File: config.mk
export PLATFORM = sky130hd
export DESIGN_NAME = captouch_period_freq_average_unit_flat
export DESIGN_NICKNAME = d
export VERILOG_FILES = /design/src/rtl/cpfa_pkg.sv /design/src/rtl/cpfa_if.sv /design/src/rtl/cpfa_divider.sv /design/src/rtl/cpfa_window.sv /design/src/rtl/captouch_period_freq_average_unit.sv /design/src/flat_wrapper.sv
export VERILOG_INCLUDE_DIRS = /design/src /design/src/rtl
export SDC_FILE = /design/constraint.sdc
export NUM_CORES = 1
export LEC_CHECK = 0
export ABC_AREA = 1
export BUFFER_PORTS_ARGS = -buffer_cell sky130_fd_sc_hd__buf_2
export CORE_MARGIN = 4
export CORE_UTILIZATION = 45
export CTS_CLUSTER_DIAMETER = 100
export CTS_CLUSTER_SIZE = 28
export DETAILED_ROUTE_END_ITERATION = 6
export MAX_ROUTING_LAYER = met4
export PLACE_DENSITY = 0.58
export SLEW_MARGIN = 40
export SYNTH_ARGS = -nofsm -noshare
export SYNTH_HDL_FRONTEND = slang
export SYNTH_SLANG_ARGS = --single-unit
File: constraint.sdc
create_clock -name clk -period 4.78 [get_ports clk]
set_clock_uncertainty 0.15 [all_clocks]
set_input_delay 1.195 -clock clk [delete_from_list [all_inputs] [get_ports clk]]
set_output_delay 1.195 -clock clk [all_outputs]
set_load 0.02 [all_outputs]
File: src/rtl/assert_macros.svh
// ----------------------------------------------------------------------------
// Assertion macros
// Shared concurrent assertion forms for the frequency averager RTL.
// ----------------------------------------------------------------------------
`ifndef ASSERT_MACROS_SVH
`define ASSERT_MACROS_SVH

// Check a property on every rising clock edge outside of reset.
`define CPFA_ASSERT(lbl, clk, rst_n, prop, msg) \
    lbl: assert property (@(posedge clk) disable iff (!rst_n) (prop)) else $error(msg);

// Check that a condition never occurs outside of reset.
`define CPFA_NEVER(lbl, clk, rst_n, cond, msg) \
    lbl: assert property (@(posedge clk) disable iff (!rst_n) !(cond)) else $error(msg);

`endif

File: src/rtl/cpfa_pkg.sv
// ----------------------------------------------------------------------------
// cpfa_pkg
// Widths, register indexes, reset values and shared types of the averager.
// ----------------------------------------------------------------------------
package cpfa_pkg;

    localparam int STAMP_W     = 16;
    localparam int FREQ_W      = 24;
    localparam int CFG_INDEX_W = 2;
    localparam int WINDOW_DEF  = 32;

    // Configuration register indexes
    localparam logic [CFG_INDEX_W-1:0] CFG_TOUCH_THRESHOLD = 2'd0;
    localparam logic [CFG_INDEX_W-1:0] CFG_TICK_RATE       = 2'd1;

    // Register reset values
    localparam logic [FREQ_W-1:0] TOUCH_THRESHOLD_RST = 24'd800;
    localparam logic [FREQ_W-1:0] TICK_RATE_RST       = 24'd5000000;

    typedef logic [FREQ_W-1:0]  freq_t;
    typedef logic [STAMP_W-1:0] stamp_t;

    // Request to the serial divider
    typedef struct packed {
        logic  start;
        freq_t dividend;
        freq_t divisor;
    } div_req_t;

    // Command to the window store
    typedef struct packed {
        logic  read;
        logic  load;
        logic  commit;
        freq_t share;
    } win_cmd_t;

endpackage

File: src/rtl/cpfa_if.sv
// ----------------------------------------------------------------------------
// cpfa_if
// Valid/ready channels for capture stamps and averaged results.
// ----------------------------------------------------------------------------
interface cpfa_in_if;
    import cpfa_pkg::*;

    logic   valid;
    logic   ready;
    stamp_t capture_time;

    modport source (output valid, output capture_time, input ready);
    modport sink   (input valid, input capture_time, output ready);
endinterface

interface cpfa_out_if;
    import cpfa_pkg::*;

    logic  valid;
    logic  ready;
    freq_t average_freq;
    logic  touched;
    logic  sample_taken;

    modport source (output valid, output average_freq, output touched,
                    output sample_taken, input ready);
    modport sink   (input valid, input average_freq, input touched,
                    input sample_taken, output ready);
endinterface

File: src/rtl/cpfa_divider.sv
// ----------------------------------------------------------------------------
// cpfa_divider
// Restoring bit-serial divider, one quotient bit per cycle.
// ----------------------------------------------------------------------------
`include "assert_macros.svh"

module cpfa_divider (
    input  logic                clk,
    input  logic                rst_n,
    input  cpfa_pkg::div_req_t  req,
    output cpfa_pkg::freq_t     quotient,
    output logic                done
);
    import cpfa_pkg::*;

    localparam int CNT_W = $clog2(FREQ_W);
    localparam logic [CNT_W-1:0] LAST_STEP = CNT_W'(FREQ_W - 1);

    logic             busy_reg, busy_next;
    logic             done_reg, done_next;
    logic [CNT_W-1:0] count_reg, count_next;
    freq_t            rem_reg, rem_next;
    freq_t            quo_reg, quo_next;
    freq_t            divisor_reg, divisor_next;

    logic [FREQ_W:0]  shifted;
    logic [FREQ_W:0]  trial;

    // Shift one dividend bit into the remainder and try the subtraction
    always_comb
    begin
        shifted      = {rem_reg, quo_reg[FREQ_W-1]};
        trial        = shifted - {1'b0, divisor_reg};
        busy_next    = busy_reg;
        done_next    = 1'b0;
        count_next   = count_reg;
        rem_next     = rem_reg;
        quo_next     = quo_reg;
        divisor_next = divisor_reg;
        if (req.start)
        begin
            busy_next    = 1'b1;
            count_next   = '0;
            rem_next     = '0;
            quo_next     = req.dividend;
            divisor_next = req.divisor;
        end
        else if (busy_reg)
        begin
            rem_next   = trial[FREQ_W] ? shifted[FREQ_W-1:0] : trial[FREQ_W-1:0];
            quo_next   = {quo_reg[FREQ_W-2:0], ~trial[FREQ_W]};
            count_next = count_reg + 1'b1;
            if (count_reg == LAST_STEP)
            begin
                busy_next = 1'b0;
                done_next = 1'b1;
            end
        end
    end

    // Hold control state
    always_ff @(posedge clk or negedge rst_n)
    begin
        if (!rst_n)
        begin
            busy_reg  <= 1'b0;
            done_reg  <= 1'b0;
            count_reg <= '0;
        end
        else
        begin
            busy_reg  <= busy_next;
            done_reg  <= done_next;
            count_reg <= count_next;
        end
    end

    // Advance the datapath
    always_ff @(posedge clk)
    begin
        rem_reg     <= rem_next;
        quo_reg     <= quo_next;
        divisor_reg <= divisor_next;
    end

    assign quotient = quo_reg;
    assign done     = done_reg;

    `CPFA_NEVER(a_start_while_busy, clk, rst_n, req.start && busy_reg,
        "divider started while a division is running")
    `CPFA_ASSERT(a_done_single, clk, rst_n, done_reg |=> !done_reg,
        "divider done held longer than one cycle")

endmodule

File: src/rtl/cpfa_window.sv
// ----------------------------------------------------------------------------
// cpfa_window
// Sliding window of frequency shares with its running sum.
// ----------------------------------------------------------------------------
module cpfa_window #(
    parameter int WINDOW = cpfa_pkg::WINDOW_DEF
) (
    input  logic               clk,
    input  logic               rst_n,
    input  cpfa_pkg::win_cmd_t cmd,
    output cpfa_pkg::freq_t    sum
);
    import cpfa_pkg::*;

    localparam int SLOT_W = (WINDOW > 1) ? $clog2(WINDOW) : 1;
    localparam logic [SLOT_W-1:0] LAST_SLOT = SLOT_W'(WINDOW - 1);

    freq_t             store_reg [WINDOW];
    logic [WINDOW-1:0] valid_reg;
    logic [SLOT_W-1:0] slot_reg;
    freq_t             sum_reg;
    freq_t             rd_data_reg;
    logic              rd_valid_reg;
    freq_t             share_reg;
    freq_t             diff_reg;
    freq_t             old_share;

    // Entries never written read as zero
    assign old_share = rd_valid_reg ? rd_data_reg : '0;

    // Read the slot about to be overwritten, then write the new share
    always_ff @(posedge clk)
    begin
        if (cmd.read)
        begin
            rd_data_reg  <= store_reg[slot_reg];
            rd_valid_reg <= valid_reg[slot_reg];
        end
        if (cmd.load)
        begin
            share_reg <= cmd.share;
            diff_reg  <= cmd.share - old_share;
        end
        if (cmd.commit)
        begin
            store_reg[slot_reg] <= share_reg;
        end
    end

    // Hold valid bits, slot pointer and running sum
    always_ff @(posedge clk or negedge rst_n)
    begin
        if (!rst_n)
        begin
            valid_reg <= '0;
            slot_reg  <= '0;
            sum_reg   <= '0;
        end
        else if (cmd.commit)
        begin
            valid_reg[slot_reg] <= 1'b1;
            sum_reg             <= sum_reg + diff_reg;
            slot_reg            <= (slot_reg == LAST_SLOT) ? '0 : slot_reg + 1'b1;
        end
    end

    assign sum = sum_reg;

endmodule

File: src/rtl/captouch_period_freq_average_unit.sv
// ----------------------------------------------------------------------------
// captouch_period_freq_average_unit
// Capture-period to frequency converter with a sliding-window average.
// ----------------------------------------------------------------------------
// Usage:
//   in_ch carries timer capture stamps; captures alternate between a start
//   stamp and an end stamp. out_ch returns one result per capture: the window
//   average, the touched flag and whether a sample entered the window.
//   The user writes registers via cfg_we / cfg_index / cfg_data while idle.
// Sequence:
//   A start capture or a discarded period goes straight to the result step;
//   a valid period runs the bit-serial divider twice (tick_rate / period,
//   then frequency / WINDOW), then a window update and the result write. One
//   capture is in work at a time. The block does not enforce the idle rule.
// Reset:
//   Registers return to their defaults, the window reads as all zero through
//   per-entry valid bits, and the unit expects a start capture.
// Stall:
//   A result waits in the output register while out_ch is not ready; the
//   next capture is taken meanwhile and holds in its last step until the
//   output register frees.
// ----------------------------------------------------------------------------
`include "assert_macros.svh"

module captouch_period_freq_average_unit #(
    parameter int WINDOW = cpfa_pkg::WINDOW_DEF
) (
    input  logic                              clk,
    input  logic                              rst_n,
    input  logic                              cfg_we,
    input  logic [cpfa_pkg::CFG_INDEX_W-1:0]  cfg_index,
    input  logic [cpfa_pkg::FREQ_W-1:0]       cfg_data,
    cpfa_in_if.sink                           in_ch,
    cpfa_out_if.source                        out_ch
);
    import cpfa_pkg::*;

    typedef enum logic [4:0] {
        S_IDLE   = 5'b00001,
        S_DIV    = 5'b00010,
        S_DIV2   = 5'b00100,
        S_COMMIT = 5'b01000,
        S_DONE   = 5'b10000
    } state_t;

    state_t   state_reg, state_next;
    logic     phase_reg, phase_next;
    stamp_t   start_reg, start_next;
    logic     taken_reg, taken_next;
    freq_t    threshold_reg;
    freq_t    tick_rate_reg;
    logic     out_valid_reg, out_valid_next;
    freq_t    out_avg_reg;
    logic     out_touched_reg;
    logic     out_taken_reg;
    logic     out_load;

    logic     accept;
    stamp_t   period;
    div_req_t div_req;
    freq_t    div_quotient;
    logic     div_done;
    win_cmd_t win_cmd;
    freq_t    win_sum;

    assign in_ch.ready = (state_reg == S_IDLE);
    assign accept      = in_ch.valid && in_ch.ready;
    assign period      = in_ch.capture_time - start_reg;

    // Hold configuration registers
    always_ff @(posedge clk or negedge rst_n)
    begin
        if (!rst_n)
        begin
            threshold_reg <= TOUCH_THRESHOLD_RST;
            tick_rate_reg <= TICK_RATE_RST;
        end
        else if (cfg_we)
        begin
            case (cfg_index)
                CFG_TOUCH_THRESHOLD: threshold_reg <= cfg_data;
                CFG_TICK_RATE:       tick_rate_reg <= cfg_data;
                default:             ;
            endcase
        end
    end

    // Sequence one capture through divide, update and result
    always_comb
    begin
        state_next  = state_reg;
        phase_next  = phase_reg;
        start_next  = start_reg;
        taken_next  = taken_reg;
        out_load    = 1'b0;
        div_req     = '{start: 1'b0, dividend: tick_rate_reg,
                        divisor: FREQ_W'(period)};
        win_cmd     = '{read: 1'b0, load: 1'b0, commit: 1'b0, share: div_quotient};
        case (state_reg)
            S_IDLE:
            begin
                if (accept)
                begin
                    start_next = in_ch.capture_time;
                    taken_next = 1'b0;
                    state_next = S_DONE;
                    if (!phase_reg)
                    begin
                        phase_next = 1'b1;
                    end
                    else
                    begin
                        phase_next = 1'b0;
                        if (in_ch.capture_time > start_reg)
                        begin
                            div_req.start = 1'b1;
                            win_cmd.read  = 1'b1;
                            taken_next    = 1'b1;
                            state_next    = S_DIV;
                        end
                    end
                end
            end
            S_DIV:
            begin
                if (div_done)
                begin
                    div_req.start    = 1'b1;
                    div_req.dividend = div_quotient;
                    div_req.divisor  = FREQ_W'(WINDOW);
                    state_next       = S_DIV2;
                end
            end
            S_DIV2:
            begin
                if (div_done)
                begin
                    win_cmd.load = 1'b1;
                    state_next   = S_COMMIT;
                end
            end
            S_COMMIT:
            begin
                win_cmd.commit = 1'b1;
                state_next     = S_DONE;
            end
            S_DONE:
            begin
                if (!out_valid_reg || out_ch.ready)
                begin
                    out_load   = 1'b1;
                    state_next = S_IDLE;
                end
            end
            default:
            begin
                state_next = S_IDLE;
            end
        endcase
    end

    // Drop the result once taken, load a new one when free
    always_comb
    begin
        out_valid_next = out_valid_reg;
        if (out_load)
        begin
            out_valid_next = 1'b1;
        end
        else if (out_ch.ready)
        begin
            out_valid_next = 1'b0;
        end
    end

    // Hold control state
    always_ff @(posedge clk or negedge rst_n)
    begin
        if (!rst_n)
        begin
            state_reg     <= S_IDLE;
            phase_reg     <= 1'b0;
            start_reg     <= '0;
            taken_reg     <= 1'b0;
            out_valid_reg <= 1'b0;
        end
        else
        begin
            state_reg     <= state_next;
            phase_reg     <= phase_next;
            start_reg     <= start_next;
            taken_reg     <= taken_next;
            out_valid_reg <= out_valid_next;
        end
    end

    // Capture the result payload
    always_ff @(posedge clk)
    begin
        if (out_load)
        begin
            out_avg_reg     <= win_sum;
            out_touched_reg <= (win_sum < threshold_reg);
            out_taken_reg   <= taken_reg;
        end
    end

    assign out_ch.valid        = out_valid_reg;
    assign out_ch.average_freq = out_avg_reg;
    assign out_ch.touched      = out_touched_reg;
    assign out_ch.sample_taken = out_taken_reg;

    cpfa_divider u_divider (
        .clk      (clk),
        .rst_n    (rst_n),
        .req      (div_req),
        .quotient (div_quotient),
        .done     (div_done)
    );

    cpfa_window #(
        .WINDOW (WINDOW)
    ) u_window (
        .clk   (clk),
        .rst_n (rst_n),
        .cmd   (win_cmd),
        .sum   (win_sum)
    );

    `CPFA_ASSERT(a_accept_leaves_idle, clk, rst_n, accept |=> state_reg != S_IDLE,
        "request accepted but sequencer stayed idle")
    `CPFA_ASSERT(a_done_in_divide, clk, rst_n,
        div_done |-> (state_reg == S_DIV || state_reg == S_DIV2),
        "divider finished outside a divide step")
    `CPFA_ASSERT(a_commit_after_load, clk, rst_n,
        win_cmd.commit |-> $past(win_cmd.load),
        "window commit without a preceding load")

endmodule
File: src/flat_wrapper.sv
// flat-port wrapper written by rule: the top's interface ports become plain ports
module captouch_period_freq_average_unit_flat import cpfa_pkg::*;
#(
    parameter int WINDOW = cpfa_pkg::WINDOW_DEF
)
  (clk, rst_n, cfg_we, cfg_index, cfg_data, in_ch_valid, in_ch_capture_time, in_ch_ready, out_ch_valid, out_ch_average_freq, out_ch_touched, out_ch_sample_taken, out_ch_ready);
  cpfa_in_if in_ch_i ();
  cpfa_out_if out_ch_i ();
  input  logic clk;
  input  logic rst_n;
  input  logic cfg_we;
  input  logic [cpfa_pkg::CFG_INDEX_W-1:0] cfg_index;
  input  logic [cpfa_pkg::FREQ_W-1:0] cfg_data;
  input wire logic [$bits(in_ch_i.valid)-1:0] in_ch_valid;
  input wire logic [$bits(in_ch_i.capture_time)-1:0] in_ch_capture_time;
  output wire logic [$bits(in_ch_i.ready)-1:0] in_ch_ready;
  output wire logic [$bits(out_ch_i.valid)-1:0] out_ch_valid;
  output wire logic [$bits(out_ch_i.average_freq)-1:0] out_ch_average_freq;
  output wire logic [$bits(out_ch_i.touched)-1:0] out_ch_touched;
  output wire logic [$bits(out_ch_i.sample_taken)-1:0] out_ch_sample_taken;
  input wire logic [$bits(out_ch_i.ready)-1:0] out_ch_ready;
  assign in_ch_i.valid = in_ch_valid;
  assign in_ch_i.capture_time = in_ch_capture_time;
  assign in_ch_ready = in_ch_i.ready;
  assign out_ch_valid = out_ch_i.valid;
  assign out_ch_average_freq = out_ch_i.average_freq;
  assign out_ch_touched = out_ch_i.touched;
  assign out_ch_sample_taken = out_ch_i.sample_taken;
  assign out_ch_i.ready = out_ch_ready;
  captouch_period_freq_average_unit #(.WINDOW(WINDOW)) u_core (.clk(clk), .rst_n(rst_n), .cfg_we(cfg_we), .cfg_index(cfg_index), .cfg_data(cfg_data), .in_ch(in_ch_i), .out_ch(out_ch_i));
endmodule
Word level (Yosys, flattened, before mapping):

Memory sizes are Yosys's and may differ from the RTL's. A register that Yosys moved wholly into a read port is not among the register bits.
Index checks and enable logic that the tools add are counted.

* memories: 1
* output and inout port bits: 28
* memory bits (writable): 768
* flip-flop bits (word level): 287
* bits of input ports: 47
* logic and storage cells: 102

Memory list
* u_core.u_window.store_reg: words 32, bits a word 24, rd ports 1, clocked after memory_dff 1, write ports 1, line cpfa_window.sv:18 `freq_t store_reg [WINDOW];`

* add/sub/neg operators: 6
* order comparisons: 4
* muxes and demuxes: 41
* equality and inequality tests: 13
* reduce and logical (&&, ||, !) cells: 12
* bitwise operators: 2

Operators with widths (count)
* two-way mux 24 bit: 4
* two-way mux 49 bit: 1
* two-way mux 48 bit: 1
* two-way mux 5 bit: 9
* bitwise OR 32 bit: 1
* case mux 5 bit (5 select lines): 1
* subtractor 25 x 24 -> 25 bit: 1
* adder 24 bit: 1
* less-than comparator 24 bit: 1
* subtractor 24 bit: 1
* two-way mux 1 bit: 22
* > comparator 16 bit: 1
* subtractor 16 bit: 1
* equality test 5 bit, second input constant: 3
* adder 5 x 1 -> 5 bit, second input constant: 2
* AND reduction 2 bit: 4
* less-than comparator 5 x 6 -> 1 bit, second input constant: 1
* != test 2 bit, second input constant: 3
* binary-select mux 1 bit (select 5 bit): 1
* demux 1 bit (select 5 bit): 1
* equality test 5 x 1 -> 1 bit, second input constant: 1
* equality test 5 x 2 -> 1 bit, second input constant: 1
* equality test 5 x 3 -> 1 bit, second input constant: 1
* equality test 5 x 4 -> 1 bit, second input constant: 1
* other kinds (12): 14

Longest topological paths before layout:

Gate-level depths: netlist of run 1.

* word-level depth: 7
* mapped depth: 17

Cells and area by module:

From an unflattened synthesis of run 1, not the netlist that was laid out.

* cells, all modules: 4701
* area total of the unflattened synthesis: 48506.5 µm²

By module, submodules not included
* cpfa_window: cells an instance 3239, instances 1, area an instance 37822.5 µm²
* captouch_period_freq_average_unit: cells an instance 729, instances 1, area an instance 5602.9 µm²
* cpfa_divider: cells an instance 733, instances 1, area an instance 5081.1 µm²

Worst setup path before layout of run 1:

OpenSTA, ideal clock, no wires.

* path kind: input port to flip-flop
* from: in in_ch_capture_time[0]
* to: reg u_core.u_divider.quo_reg[0] (netlist: u_core.u_divider.quotient[0]) (enable)
* arrival time: 3.060 ns
* required time: 4.069 ns
* stages: 12
* setup slack: 1.009 ns
* library setup time: 0.561 ns
* cells stage by stage: inv_1 ha_1 inv_1 fa_1 nand2_1 nand2_2 nand2_2 nand2_2 nand2_2 nand2_2 nand3_4 o21ai_0

* word-level cells in the longest chain between the ends: 7

Ends and longest elaborated chain
* start, declared: line flat_wrapper.sv:15 `input wire logic [$bits(in_ch_i.capture_time)-1:0] in_ch_capture_time;`
* > comparator 16 bit (*): line captouch_period_freq_average_unit.sv:114 `if (in_ch.capture_time > start_reg)`
* two-way mux 1 bit (*): line captouch_period_freq_average_unit.sv:114
* two-way mux 1 bit (*): line captouch_period_freq_average_unit.sv:107 `if (!phase_reg)`
* two-way mux 1 bit (*): line captouch_period_freq_average_unit.sv:102 `if (accept)`
* case mux 1 bit (2 select lines) (*): line captouch_period_freq_average_unit.sv:99 `case (state_reg)`
* != test 3 bit (no source line) / nonzero test 2 bit (equally long branches)
* AND reduction 2 bit (no source line) (*)
* end signal, assigned: line cpfa_divider.sv:82 `quo_reg <= quo_next;`
* end, declared: line cpfa_divider.sv:23 `freq_t quo_reg, quo_next;`

Mark *: on every way between the ends. The rest lies on a longest branch, timed or not.
A chain may end at the register's enable or synchronous reset.

Worst setup path in the final report of run 1:

* from: reg u_core.state_reg[1]
* to: mem u_core.u_window.store_reg[20][10] (netlist bit) (enable)

* word-level cells in the longest chain between the ends: 4

Ends and longest elaborated chain
* start, declared: line captouch_period_freq_average_unit.sv:46 `state_t state_reg, state_next;`
* start signal, assigned: line captouch_period_freq_average_unit.sv:189 `state_reg <= state_next;`
* equality test 5 x 4 -> 1 bit: line captouch_period_freq_average_unit.sv:99
* two-way mux 1 bit: line captouch_period_freq_average_unit.sv:99
* two-way mux 1 bit: line cpfa_window.sv:44 `if (cmd.commit)`
* two-way mux 1 bit (not written as such): line cpfa_window.sv:46 `store_reg[slot_reg] <= share_reg;`
* end, declared: line cpfa_window.sv:18

No other way between the ends.

==> results.md, run 1 <==
* Status: finished, final reports clean
* Max-cap check violation count at 0
* Clk sink count at approximately 1100
* Highest Clock Rate at between 200 and 300 MHz
* Syn Inst Count at between 4000 and 5000
* WL final at 118 mm
* CP arrival at between 3000 and 4000 ps
* Area post-placement at 0.0490 mm²
* DR pass1 iterations at 5
* Core Box Area at 0.102 mm²
* Clock Tree Root: clkbuf_16
* Unrepaired setup endpoints after global routing: false
* Placer Congestion at approximately 0.90
* Sequential share of the synthesized area at around two thirds
* CTS tree: yes
* Rel. slew slack at 36.5%
* Final HPWL DP at between 70 and 80 mm
* Worst setup margin at 1370 ps
* Max-slew violation count at 0
* IO Port Bufs at 74
* Wire length per cell at ~21 µm
* Ys async rst share at 13.1%
* Mapped cell area at around 0.047 mm²
* Die width at 330 µm
* IR drop worst, VDD at 0.000283 V
* Worst hold stages at 2
* Initial Util at between 40% and 50%
* Remaining Overflow, GRT at 0
* Reg clk slew, reported paths at approximately 110 ps
* Fill count at 9306
* Die height at roughly 330 µm
* Leading register cell type out of synthesis: edfxtp_1
* Fin crit share at between 70% and 80%
* Synth cell types at 53
* Number of antenna violations at the first check in global routing at 2
* Final Setup Violations at 0
* Post-Layout Cell Count at 5653
* Row count at ~120
* Final hold violation count at 0
* Clk buf depth at 3
* Yosys reg bits at roughly 1100
* Crit path capture type: register
* Req. time, crit path at roughly 5000 ps
* CP Class: register to register
* H-tree depth at 2
* Vias in the first global route at 29200
* CP Launch Type: register
* R2r setup slk at 1370 ps
* Largest register FFs at approximately 770
* Slew @ Worst Pin at roughly 950 ps
* Hold buffer count at cts at 0
* Worst hold path type: register to register
* Avg Vias per Cell at roughly 5.5
* Vias at 30900
* Cell Pwr Density at a little over 400 mW/mm²
* Ys Warns at 0
* Boundary pin count at between 70 and 80
* Die Area at around 0.11 mm²
* ANT nets after route at 0
* Placement Setup Slack at around 840 ps
* Layout cell share with drive strength beyond 1 at roughly 8.1%
* LEAKAGE at 19.0 nW
* DRC Markers at 0
* 1st-iter DRT viols at roughly 3000
* Min Tclk post-route at approximately 3400 ps
* Post-CTS setup buffers at 0
* Later-pin clock latency in the skew report at between 600 and 700 ps
* EDFF count, synth at approximately 900
* Most frequent cells in the layout: edfxtp_1, nand2_1, o21ai_0
* Design area at roughly 0.051 mm²
* Inst Count DP at around 5600
* First-pass GRT wire length at roughly 180 mm
* GRT Util Overall at around 22%
* Post-Syn Nets at 4369
* # nets final at roughly 4400
* Largest net degree at the start of global routing at ~160
* Worst Path Max Fanout at 18
* Area Growth Syn to Fin at 8.66%
* Setup TNS at 0 ps
* Overall power at just over 0.02 W
* CTS resizes at 0
* Total CTS buffers at 48
* Commonest non-fill, non-tap cell in the layout: edfxtp_1
* R2R cell count at 6
* Avg Inst Size Synth at 11.1 µm²
-- critical path, cell delays in order, from the launching register on --
cell and delay [ps]:
dfrtp_1 390, nor2_1 190, nand2_1 90, nor2_2 530
nand2_1 680, nor2_4 760, buf_4 290
-- layer usage --
layer / vias up / share of wire [%] / track usage (%)
met5: - / 0 / -
met1: 15200 / 46 / 31.2
met3: 117 / 4.5 / 2.07
met4: 0 / 1.8 / 4.28
met2: 703 / 47 / 35.6
li1: 14800 / - / -
-- cell families (layout without fill, tap and decap cells) --
group | after synthesis | in the layout | synth area share [%]
compound gates | 948 | 948 | 11.3
buf+inv | 475 | 547 | 4.19
other cells | 0 | 2 | 0
simple gates | 1556 | 1556 | 13.4
flops | 1071 | 1071 | 67.1
fa+ha+maj | 111 | 111 | 3.05
xor+xnor | 50 | 50 | 0.941
-- final timing paths --
path                                               startpoint                                 to
worst max-delay path                      u_core.state_reg[1]  u_core.u_window.store_reg[20][10]
min in group asynchronous                               rst_n                u_core.state_reg[2]
worst min register to register  u_core.u_window.valid_reg[18]      u_core.u_window.valid_reg[18]
worst min-delay path            u_core.u_window.valid_reg[18]      u_core.u_window.valid_reg[18]
max in group asynchronous                               rst_n            u_core.threshold_reg[9]
worst max register to register            u_core.state_reg[1]  u_core.u_window.store_reg[20][10]
-- report_power, final --
part           switching (W)  total [W]  internal, W
Combinational        0.00292    0.00439      0.00147
Sequential          0.000390     0.0111       0.0107
Clock                0.00297    0.00498      0.00201
Total                0.00628     0.0205       0.0142
-- stage by stage --
stage	util [%]	hold slack, ps
CTS	49.5	319
global route	49.5	332
detailed placement	48.0	289
global placement	47.6	289
floorplan	-	275
finish	49.5	316
-- cells in the mapped netlist (19+ instances only) --
library cell  number  area share (%)
a21oi_1          115             1.2
a221oi_1          28            0.53
buf_2             34            0.37
clkbuf_1         125             1.0
dfrtp_1          128             6.9
dfxtp_1           24             1.0
edfxtp_1         907              59
ha_1             107             2.9
inv_1            288             2.3
nand2_1          797             6.4
nand3_1           82            0.88
nand4_1           39            0.52
nor2_1           562             4.5
nor3_1            19            0.20
o21ai_0          548             5.9
o22ai_1          193             2.6
or2_2             19            0.26
xor2_1            33            0.62
-- cell type report --
| type | instances | area [µm²] | share of cell area, % |
|---|---|---|---|
| Sequential cell | 1071 | 31200 | 61.8 |
| Tap cell | 1368 | 1710 | 3.38 |
| Inverter | 290 | 1110 | 2.19 |
| Timing Repair Buffer | 178 | 1430 | 2.82 |
| Antenna cell | 2 | 5.00 | 0.00990 |
| Clock inverter | 15 | 179 | 0.354 |
| Clock buffer | 64 | 1300 | 2.58 |
| Multi-Input combinational cell | 2665 | 13600 | 26.9 |
No activity file was read; power rests on OpenSTA's default activity.
==> inputs of run 2 (changes only) <==
- PLACE_DENSITY: 0.58 -> 0.61
- clock period: 4.78 -> 3 ns (I/O delays scaled with it)
==> run 2 against run 1 <==
  * Cell area rose by 1.5%
  * Non-clock buffer count rose by 70
  * Combinational power rose by 65%
  * Sequential power rose by 59%
  * First-iteration DRC count rose by 0.57%
  * Flip-flop and latch count did not move
  * Clock power rose by 53%
  * Critical endpoint is now u_core.u_window.rd_data_reg[3]
  * Largest power group unchanged
  * Highest routed layer unchanged
==> results.md, run 2 (synthesis results as in run 1) <==
* Status: finished, final reports clean
* 1st-iter DRT viols at slightly below 3000
* Later-pin clock latency in the skew report at about 670 ps
* IR drop worst, VDD at about 0.00050 V
* Final Setup Violations at 0
* Boundary pin count at 75
* First-pass GRT wire length at between 150 and 200 mm
* Area post-placement at ~0.050 mm²
* Max stage delay on crit path at around 660 ps
* Slowest stage cell, crit path: a221oi_1
* DRC Markers at 0
* Crit-path cells: inv_8 > buf_12 > o21ai_0 > o22ai_1 > nand2_1 > nand2_1 > a221oi_1 > nand2_1
* Worst hold path type: primary input to register
* Number of antenna violations at the first check in global routing at 4
* Placer Congestion at approximately 0.94
* Most frequent cells in the layout: edfxtp_1, nand2_1, o21ai_0
* Core Box Area at between 0.1 and 0.15 mm²
* Final hold violation count at 0
* ANT nets after route at 0
* Rel. slew slack at just under 40%
* Area Growth Syn to Fin at 10.3%
* CTS tree: yes
* Placement Setup Slack at -17.0 ps
* FF/Latch Area at about 0.031 mm²
* Die height at ~330 µm
* Final HPWL DP at 75.1 mm
* Total CTS buffers at 46
* Fill count at 9184
* Max-slew violation count at 0
* Layout cell share with drive strength beyond 1 at 9.40%
* Die Area at ~0.11 mm²
* Vias in the first global route at about 30000
* Clk buf depth at 3
* CP Launch Type: register
* Highest Clock Rate at about 350 MHz
* Initial Util at a little under half
* LEAKAGE at just under 20 nW
* H-tree depth at 2
* Worst Path Max Fanout at 56
* Remaining Overflow, GRT at 0
* Footprint of the multi-input gates at ~0.014 mm²
* # nets final at around 4500
* GRT Util Overall at approximately 22%
* Worst setup margin at 149 ps
* Fin crit share at roughly 95%
* CP Class: register to register
* Crit path capture type: register
* Avg Vias per Cell at approximately 5.5
* Commonest non-fill, non-tap cell in the layout: edfxtp_1
* Max-cap check violation count at 0
* Unrepaired setup endpoints after global routing: false
* Min Tclk post-route at about 2900 ps
* Cell Pwr Density at 635 mW/mm²
* Clk sink count at around 1100
* Design area at 0.0513 mm²
* CP most frequent cell: nand2_1
* Reg clk slew, reported paths at ~110 ps
* Largest net degree at the start of global routing at 114
* Die width at around 330 µm
* WL final at 117 mm
* IO Port Bufs at 74
* Row count at about 120
* CP arrival at ~3100 ps
* Wire length per cell at roughly 20 µm
* Clock Tree Root: clkbuf_16
* Slew @ Worst Pin at about 920 ps
* Req. time, crit path at between 3000 and 4000 ps
* DR pass1 iterations at 6
* Largest register FFs at 768
* Vias at between 30000 and 40000
[run 2: cell types whose count changed in the layout (fill, tap and decap cells not counted), sizes merged]
cell / before / now
clkinvlp: 0 / 1
buf: 176 / 247
dlygate4sd3: 0 / 1
clkbuf: 66 / 64
inv: 297 / 296
clkinv: 8 / 4
[run 2: worst paths after layout]
check / start / endpoint / slack [ps] / cells after the start
worst max-delay path: u_core.u_window.slot_reg[0] / u_core.u_window.rd_data_reg[3] / 150 / 8
worst min register to register: u_core.u_divider.quotient[23] / u_core.u_window.share_reg[23] / 310 / 0
worst min-delay path: in_ch_capture_time[11] / u_core.start_reg[11] / 170 / 3
min in group asynchronous: rst_n / u_core.start_reg[14] / 490 / 2
worst max register to register: u_core.u_window.slot_reg[0] / u_core.u_window.rd_data_reg[3] / 150 / 8
max in group asynchronous: rst_n / u_core.tick_rate_reg[19] / 1510 / 3
[run 2: metrics by stage]
stage               power [W]  hold slack, ps  TNS, ps  instances  util [%]
global route           0.0344             154        0       5719      50.2
global placement       0.0252             285     -163       5628      48.7
floorplan              0.0231             275   -46750       4211         -
CTS                    0.0327             124        0       5716      50.2
finish                 0.0326             165        0       5719      50.2
detailed placement     0.0252             295     -126       5640      48.9
[run 2: critical path, delay by kind of cell (launching register included)]
family / cells / cell delay, ps
AO/OA/AOI/OAI: 3 / 930
buffers and inverters: 2 / 460
AND/OR/NAND/NOR: 3 / 340
flip-flops: 1 / 640
[run 2: metal layers]
| layer | routed length, µm | share of wire, % | GRT usage (%) | up-vias |
|---|---|---|---|---|
| met5 | 0 | 0 | - | - |
| met4 | 2940 | 2.5 | 5.51 | 0 |
| met3 | 6630 | 5.6 | 2.36 | 174 |
| met2 | 55700 | 48 | 35.6 | 897 |
| met1 | 52000 | 44 | 30.0 | 15400 |
| li1 | - | - | - | 14900 |
[run 2: where the power goes]
group | switching [W] | internal, W | total (W)
logic | 0.00468 | 0.00258 | 0.00726
clock network | 0.00463 | 0.00298 | 0.00761
registers | 0.000585 | 0.0171 | 0.0177
total | 0.00990 | 0.0227 | 0.0326
[run 2: area by class of cell]
| cell class | count | area share, % |
|---|---|---|
| diodes | 2 | 0.00975 |
| clock buffers | 64 | 2.39 |
| clock inverters | 11 | 0.244 |
| inverters | 290 | 2.15 |
| multi-input cells | 2665 | 26.5 |
| flip-flops and latches | 1071 | 60.9 |
| well taps | 1368 | 3.33 |
| repair buffers | 248 | 4.52 |
[run 2: timing repair]
| action | 4_1_cts | 5_1_grt |
|---|---|---|
| endpoints found under the hold margin | 44 | 0 |
| resized for setup | 0 | 2 |
| setup endpoints to repair | 0 | 9 |
| setup buffers | 0 | 0 |
| hold buffers | 1 | 0 |
